$ cat src/sv/mst_pkg.sv
// mst_pkg: shared types, field widths and command/status codes for the
// MVCC snapshot tracker. No dependencies.
package mst_pkg;

    localparam int SEQ_W      = 64;
    localparam int HANDLE_W   = 32;
    localparam int ACT_W      = 5;
    localparam int CMD_W      = 2;
    localparam int STATUS_W   = 2;

    localparam int MAX_ACTIVE_DEF = 16;

    typedef logic [SEQ_W-1:0]    seq_t;
    typedef logic [HANDLE_W-1:0] handle_t;
    typedef logic [CMD_W-1:0]    cmd_t;
    typedef logic [STATUS_W-1:0] status_t;
    typedef logic [ACT_W-1:0]    act_t;

    // one table entry: snapshot sequence and its handle
    typedef struct packed {
        seq_t    seq;
        handle_t handle;
    } entry_t;

    localparam cmd_t CMD_ALLOC   = 2'd0;
    localparam cmd_t CMD_CREATE  = 2'd1;
    localparam cmd_t CMD_RELEASE = 2'd2;

    localparam status_t ST_OK        = 2'd0;
    localparam status_t ST_FULL      = 2'd1;
    localparam status_t ST_NOT_FOUND = 2'd2;

    localparam seq_t SEQ_ALL_ONES = '1;
    localparam seq_t SEQ_ONE      = 64'd1;

endpackage

$ cat src/sv/mvcc_snapshot_tracker.sv
// mvcc_snapshot_tracker: MVCC snapshot table with sequence allocation,
// create and release-with-compaction. Depends on mst_pkg.
//
// Command channel (cmd_valid/cmd_ready) carries cmd and release_handle; the
// response channel (rsp_valid/rsp_ready) returns one beat per command with
// status, seq_out, handle_out, oldest_seq, active_count and both totals.
// Commands run one at a time. Allocate, create and unused codes finish in the
// execute state; a release goes on to scan the live entries, so its time
// grows with the live count.
// Release time is set by the table memory: one read port walks the live
// entries, comparing handles and folding the minimum sequence, while each
// entry after the released one is written back one slot lower, always
// below the next read address, so no forwarding is needed.
// A new command is taken while the previous response still waits; it
// completes only once the receiver has taken that response.
// Reset: sequence counter = 1, table empty, oldest = all ones, totals 0.
// Table memory is not cleared; only entries below the live count are read.
module mvcc_snapshot_tracker
#(
    parameter int MAX_ACTIVE = mst_pkg::MAX_ACTIVE_DEF
)
(
    input  logic               clk,
    input  logic               rst_n,

    input  logic               cmd_valid,
    output logic               cmd_ready,
    input  mst_pkg::cmd_t      cmd,
    input  mst_pkg::handle_t   release_handle,

    output logic               rsp_valid,
    input  logic               rsp_ready,
    output mst_pkg::status_t   status,
    output mst_pkg::seq_t      seq_out,
    output mst_pkg::handle_t   handle_out,
    output mst_pkg::seq_t      oldest_seq,
    output mst_pkg::act_t      active_count,
    output mst_pkg::seq_t      created_total,
    output mst_pkg::seq_t      released_total
);
    import mst_pkg::*;

    localparam int IDX_W = (MAX_ACTIVE > 1) ? $clog2(MAX_ACTIVE) : 1;
    localparam int CNT_W = $clog2(MAX_ACTIVE + 1);

    localparam logic [1:0] S_IDLE = 2'd0;
    localparam logic [1:0] S_EXEC = 2'd1;
    localparam logic [1:0] S_SCAN = 2'd2;

    localparam logic [CNT_W-1:0] CNT_MAX = CNT_W'(MAX_ACTIVE);
    localparam logic [CNT_W-1:0] CNT_ONE = CNT_W'(1);

    // snapshot table
    entry_t mem [MAX_ACTIVE];

    logic [1:0]       state_reg, state_next;
    cmd_t             cmd_reg;
    handle_t          handle_reg;

    seq_t             next_seq_reg, next_seq_next;
    logic [CNT_W-1:0] live_reg, live_next;
    seq_t             oldest_reg, oldest_next;
    seq_t             create_reg, create_next;
    seq_t             release_reg, release_next;

    // release scan
    logic [CNT_W-1:0] iss_reg, iss_next;
    logic             found_reg, found_next;
    seq_t             min_reg, min_next;
    logic             rd_vld_reg;
    logic [IDX_W-1:0] rd_idx_reg;
    entry_t           rd_data_reg;

    logic             rd_en;
    logic [IDX_W-1:0] rd_addr;
    logic             wr_en;
    logic [IDX_W-1:0] wr_addr;
    entry_t           wr_data;

    // response register
    logic             rsp_valid_reg, rsp_valid_next;
    status_t          status_reg, status_next;
    seq_t             seq_out_reg, seq_out_next;
    handle_t          handle_out_reg, handle_out_next;
    seq_t             oldest_out_reg, oldest_out_next;
    act_t             act_out_reg, act_out_next;
    seq_t             created_out_reg, created_out_next;
    seq_t             released_out_reg, released_out_next;

    logic             rsp_free;
    logic             load;
    logic             hit;
    logic             scan_done;

    assign cmd_ready = (state_reg == S_IDLE);
    assign rsp_free  = !rsp_valid_reg || rsp_ready;

    assign rd_en     = (state_reg == S_SCAN) && (iss_reg != live_reg);
    assign rd_addr   = iss_reg[IDX_W-1:0];
    assign hit       = rd_vld_reg && !found_reg && (rd_data_reg.handle == handle_reg);
    assign scan_done = (state_reg == S_SCAN) && (iss_reg == live_reg) && !rd_vld_reg;

    always_comb
    begin
        state_next        = state_reg;
        next_seq_next     = next_seq_reg;
        live_next         = live_reg;
        oldest_next       = oldest_reg;
        create_next       = create_reg;
        release_next      = release_reg;
        iss_next          = iss_reg;
        found_next        = found_reg;
        min_next          = min_reg;
        wr_en             = 1'b0;
        wr_addr           = live_reg[IDX_W-1:0];
        wr_data           = rd_data_reg;
        load              = 1'b0;
        status_next       = ST_OK;
        seq_out_next      = '0;
        handle_out_next   = '0;

        unique case (state_reg)
            S_IDLE:
            begin
                if (cmd_valid)
                begin
                    state_next = S_EXEC;
                end
            end
            S_EXEC:
            begin
                if (cmd_reg == CMD_RELEASE)
                begin
                    iss_next   = '0;
                    found_next = 1'b0;
                    min_next   = SEQ_ALL_ONES;
                    state_next = S_SCAN;
                end
                else if (rsp_free)
                begin
                    load       = 1'b1;
                    state_next = S_IDLE;
                    if (cmd_reg == CMD_ALLOC)
                    begin
                        seq_out_next  = next_seq_reg;
                        next_seq_next = next_seq_reg + SEQ_ONE;
                    end
                    else if (cmd_reg == CMD_CREATE)
                    begin
                        if (live_reg >= CNT_MAX)
                        begin
                            status_next = ST_FULL;
                        end
                        else
                        begin
                            seq_out_next    = next_seq_reg;
                            handle_out_next = create_reg[HANDLE_W-1:0];
                            wr_en           = 1'b1;
                            wr_addr         = live_reg[IDX_W-1:0];
                            wr_data.seq     = next_seq_reg;
                            wr_data.handle  = create_reg[HANDLE_W-1:0];
                            live_next       = live_reg + CNT_ONE;
                            create_next     = create_reg + SEQ_ONE;
                            if (next_seq_reg < oldest_reg)
                            begin
                                oldest_next = next_seq_reg;
                            end
                        end
                    end
                end
            end
            S_SCAN:
            begin
                if (rd_en)
                begin
                    iss_next = iss_reg + CNT_ONE;
                end
                if (rd_vld_reg)
                begin
                    // entries past the released one move down a slot
                    if (found_reg)
                    begin
                        wr_en   = 1'b1;
                        wr_addr = rd_idx_reg - IDX_W'(1);
                    end
                    if (hit)
                    begin
                        found_next = 1'b1;
                    end
                    else if (rd_data_reg.seq < min_reg)
                    begin
                        min_next = rd_data_reg.seq;
                    end
                end
                if (scan_done && rsp_free)
                begin
                    load         = 1'b1;
                    state_next   = S_IDLE;
                    status_next  = found_reg ? ST_OK : ST_NOT_FOUND;
                    live_next    = live_reg - (found_reg ? CNT_ONE : '0);
                    oldest_next  = min_reg;
                    release_next = release_reg + SEQ_ONE;
                end
            end
            default:
            begin
                state_next = S_IDLE;
            end
        endcase
    end

    always_comb
    begin
        rsp_valid_next    = load ? 1'b1 : (rsp_valid_reg && !rsp_ready);
        oldest_out_next   = oldest_next;
        act_out_next      = ACT_W'(live_next);
        created_out_next  = create_next;
        released_out_next = release_next;
    end

    // table memory: one write port, one registered read port
    always_ff @(posedge clk)
    begin
        if (wr_en)
        begin
            mem[wr_addr] <= wr_data;
        end
        if (rd_en)
        begin
            rd_data_reg <= mem[rd_addr];
        end
    end

    always_ff @(posedge clk or negedge rst_n)
    begin
        if (!rst_n)
        begin
            state_reg     <= S_IDLE;
            next_seq_reg  <= SEQ_ONE;
            live_reg      <= '0;
            oldest_reg    <= SEQ_ALL_ONES;
            create_reg    <= '0;
            release_reg   <= '0;
            iss_reg       <= '0;
            found_reg     <= 1'b0;
            rd_vld_reg    <= 1'b0;
            rsp_valid_reg <= 1'b0;
        end
        else
        begin
            state_reg     <= state_next;
            next_seq_reg  <= next_seq_next;
            live_reg      <= live_next;
            oldest_reg    <= oldest_next;
            create_reg    <= create_next;
            release_reg   <= release_next;
            iss_reg       <= iss_next;
            found_reg     <= found_next;
            rd_vld_reg    <= rd_en;
            rsp_valid_reg <= rsp_valid_next;
        end
    end

    // payload registers
    always_ff @(posedge clk)
    begin
        if (cmd_valid && cmd_ready)
        begin
            cmd_reg    <= cmd;
            handle_reg <= release_handle;
        end
        min_reg    <= min_next;
        rd_idx_reg <= rd_addr;
        if (load)
        begin
            status_reg       <= status_next;
            seq_out_reg      <= seq_out_next;
            handle_out_reg   <= handle_out_next;
            oldest_out_reg   <= oldest_out_next;
            act_out_reg      <= act_out_next;
            created_out_reg  <= created_out_next;
            released_out_reg <= released_out_next;
        end
    end

    assign rsp_valid      = rsp_valid_reg;
    assign status         = status_reg;
    assign seq_out        = seq_out_reg;
    assign handle_out     = handle_out_reg;
    assign oldest_seq     = oldest_out_reg;
    assign active_count   = act_out_reg;
    assign created_total  = created_out_reg;
    assign released_total = released_out_reg;

    // table never overfills
    a_live_bound: assert property (@(posedge clk) disable iff (!rst_n)
        live_reg <= CNT_MAX)
        else $error("live count above table size");

    // empty table reports no oldest snapshot
    a_empty_oldest: assert property (@(posedge clk) disable iff (!rst_n)
        (live_reg == '0) |-> (oldest_reg == SEQ_ALL_ONES))
        else $error("empty table with oldest sequence set");

    // scan reads never outlive the scan state
    a_scan_reads: assert property (@(posedge clk) disable iff (!rst_n)
        (state_reg == S_IDLE) |-> !rd_vld_reg)
        else $error("table read pending while idle");

    // compaction writes only follow a handle match
    a_shift_after_hit: assert property (@(posedge clk) disable iff (!rst_n)
        ((state_reg == S_SCAN) && wr_en) |-> found_reg)
        else $error("table shift without a released entry");

endmodule

$ cat config.mk
export PLATFORM = sky130hd
export DESIGN_NAME = mvcc_snapshot_tracker
export DESIGN_NICKNAME = d
export VERILOG_FILES = /design/src/sv/mst_pkg.sv /design/src/sv/mvcc_snapshot_tracker.sv
export SDC_FILE = /design/constraint.sdc
export NUM_CORES = 2
export LEC_CHECK = 0
export CORE_ASPECT_RATIO = 1.75
export CORE_MARGIN = 4
export CORE_UTILIZATION = 41
export DETAILED_ROUTE_END_ITERATION = 10
export DONT_BUFFER_PORTS = 1
export REMOVE_ABC_BUFFERS = 1
export SKIP_CTS_REPAIR_TIMING = 1
export SLEW_MARGIN = 5
export SYNTH_ARGS = -nofsm -noshare
export SYNTH_HDL_FRONTEND = slang
export SYNTH_SLANG_ARGS = --single-unit
export TNS_END_PERCENT = 1
$ cat constraint.sdc
create_clock -name clk -period 8.5 [get_ports clk]
set_clock_uncertainty 0.2 [all_clocks]
set_input_delay 1.7 -clock clk [delete_from_list [all_inputs] [get_ports clk]]
set_output_delay 1.7 -clock clk [all_outputs]
set_load 0.01 [all_outputs]
==> results.py <==
metrics = {
    "synthesis": {
        "synth_compound_area_share_pct": 2.66,
        "synthAdderAreaFrac_pct": 1.87,
        "ys.flop_type": "edfxtp_1",
        "ys_ff_latch": 2300,
        "ys_warn_count": 0,
        "synth_xor_area_share_pct": 2.19,
        "async_flop_share_pct": 11.8,
        "syn_avg_cell_area_um2": 18.2,
        "syn_area_um2": 92500,
        "synth_cell_type_count": 72,
        "synth_top_family_by_area": "multiplexers",
        "synth_cells": 5081,
        "synthMuxAreaShare_pct": 11.7,
        "synth-simple-area-share_pct": 6.47,
        "synth.yosys.seq_area_share_pct": 73.3,
        "synth-edff-count": 2025,
    },
    "final_layout": {
        "area_delta_synth_final_pct": 11.3,
        "final_nets": 5288,
        "seq_area_um2": 67800,
        "layout_commonest_cell": "edfxtp_1",
        "largest_reg_flops": 1536,
        "drive_above_1_share_pct": 18.5,
        "layout_common_cells": "2025 x edfxtp_1, 480 x mux4_2, 424 x nand2_1, 217 x clkbuf_16, 202 x dfrtp_1",
        "fillers": 18800,
        "multi_input_area_um2": 23300,
    },
    "critical_path": {
        "worstSetupPathType": "register to register",
        "cp_top_family": "simple AND/OR/NAND/NOR gates",
        "crit_fanout": 67,
        "cpPeakStageDelay_ns": 0.82,
        "setup.worst_path.start_class": "register",
        "path_buf_inv": 2,
        "cp_cell_sequence": "inv_1 -> ha_1 -> nand4_1 -> nor3_1 -> nand4_1 -> or3_1 -> o221ai_4 -> buf_12 -> or3_1 -> nand3_1",
        "crit_path_end_kind": "register",
        "critPathSlowestCell": "o221ai_4",
        "r2r_slack_ns": 3.81,
        "critPathRequiredTime_ns": 8.86,
        "cp.arrival_ns": 5.05,
    },
    "detailed_routing": {
        "routed_wl_mm": 239,
        "vias": 47100,
        "routedWlPerCell_um": 29.3,
        "m1WireLength_mm": 92.2,
        "wl_met3_mm": 15.6,
        "highest_layer": "met4",
        "first_pass_iters": 7,
        "ant_nets": 0,
        "wl_met2_mm": 124,
        "via_per_inst": 5.76,
        "initialDrtViolationCount": 4685,
        "remaining_drc_errors": 0,
    },
    "clocking": {
        "cts-root-buf": "clkbuf_16",
        "cts-htree-levels": 4,
        "clk_latency_ns": 0.90,
        "clock_sinks": 2300,
        "clockBufferDepth": 4,
        "cts_made_buffers": 213,
        "cts_tree": "built",
        "clk_pin_slew_ns": 0.08,
    },
    "floorplan": {
        "rows": 230,
        "start_util_pct": 41.2,
        "die_h_um": 636,
        "design.core.area_um2": 224000,
        "die_w_um": 367,
        "die_area_um2": 233000,
        "io_pins": 335,
    },
    "global_routing": {
        "grt_overflow": 0,
        "antenna_found_initial": 4,
        "grt_first_pass_wirelength_mm": 348,
        "grt_pass1_vias": 48800,
        "gr-usage-all-layers_pct": 20.2,
        "grt_max_degree": 272,
    },
    "sta": {
        "tns_ns": 0,
        "slew_headroom_pct": 16.9,
        "finalSetupViolCount": 0,
        "hold_slack_ns": 0.278,
        "post-route-period-util_pct": 55.1,
        "period_minus_slack_ns": 4.69,
        "rsz0062_at_grt": "no",
        "hold_viol_final": 0,
        "max_clock_freq_mhz": 213,
        "worst_pin_slew_ns": 1.25,
        "drv_slew": 0,
    },
    "power_and_ir_drop": {
        "p_leak_uw": 0.0339,
        "irDropWorstVdd_v": 0.000301,
        "power.density_nw_per_um2": 282,
    },
    "placement": {
        "portBuffers": 0,
        "hpwl_mm": 139,
        "finalWeightedCongestion": 0.812,
    },
    "min_path": {
        "hold_path.class": "register to register",
    },
    "job": {
        "drv_cap": 0,
    },
    "run_status": {
        "outcome": "complete, no violations",
    },
}
==> layer usage <==
| metal | vias to the layer above | track usage, % |
|---|---|---|
| met2 | 1700 | 35.8 |
| met1 | 25000 | 25.6 |
| met3 | 355 | 3.54 |
| met5 | - | 0 |
| met4 | 0 | 5.61 |
| li1 | 20100 | - |
==> power breakdown <==
group | internal, uW | switching [uW] | leakage [uW] | total (uW)
Sequential | 13900 | 875 | 0.0216 | 14700
Combinational | 1540 | 3190 | 0.00897 | 4730
Clock | 5330 | 4220 | 0.00331 | 9550
==> through the flow <==
stage / utilization [%] / cells / instance area (um^2) / power (uW) / worst slack (ns)
finish: 45.8 / 8180 / 103000 / 29000 / 3.81
floorplan: - / 4827 / 91400 / 18700 / -14.44
global route: 45.8 / 8179 / 103000 / 30200 / 3.59
detailed placement: 42.8 / 7796 / 96000 / 19800 / 2.87
global placement: 42.8 / 7795 / 96000 / 19700 / 2.89
CTS: 45.8 / 8177 / 103000 / 29300 / 3.75
==> kinds of logic after synthesis <==
group,after synthesis
fa+ha+maj,138
mux,483
compound gates,313
simple gates,1208
xor+xnor,231
flops,2300
buf+inv,408
==> worst paths after layout <==
| path | startpoint | endpoint | cells past startpoint |
|---|---|---|---|
| hold reg to reg | release_reg[63]$_DFF_PN0_ | release_reg[63]$_DFF_PN0_ | 1 |
| setup / recovery | oldest_reg[46]$_DFF_PN1_ | oldest_seq[60]$_DFFE_PP_ | 10 |
| min in group asynchronous | rst_n | next_seq_reg[10]$_DFFE_PN0P_ | 0 |
| setup reg to reg | oldest_reg[46]$_DFF_PN1_ | oldest_seq[60]$_DFFE_PP_ | 10 |
| hold / removal | release_reg[63]$_DFF_PN0_ | release_reg[63]$_DFF_PN0_ | 1 |
| max in group asynchronous | rst_n | iss_reg[3]$_DFFE_PN0P_ | 0 |
==> area by class of cell <==
cell class,instances,area share (%)
Sequential cell,2300,65.9
Inverter,154,0.564
Timing Repair Buffer,70,0.778
Antenna cell,2,0.00486
Clock buffer,263,5.49
Multi-Input combinational cell,2373,22.6
Tap cell,2900,3.53
Clock inverter,118,1.15
==> synth_stat cells (all sizes together), types with 74 or more instances <==
cell type / count / area (um^2)
edfxtp: 2025 / 60800
mux4: 480 / 10800
nand2: 424 / 1590
dfrtp: 206 / 5150
nor2: 182 / 683
clkbuf: 169 / 634
inv: 154 / 578
xnor2: 139 / 1220
ha: 138 / 1730
nand3: 118 / 591
and2: 114 / 716
nor3: 94 / 498
a222oi: 92 / 921
xor2: 92 / 806
buf: 85 / 463
nand4: 74 / 482
==> worst reg2reg max path: stages, from the launching register on <==
cell and delay (ns):
dfstp_2 0.53, inv_1 0.06, ha_1 0.31, nand4_1 0.18, nor3_1 0.65, nand4_1 0.42
or3_1 0.49, o221ai_4 0.82, buf_12 0.37, or3_1 0.26, nand3_1 0.10
Note: power is estimated with default switching activity, not from simulation.
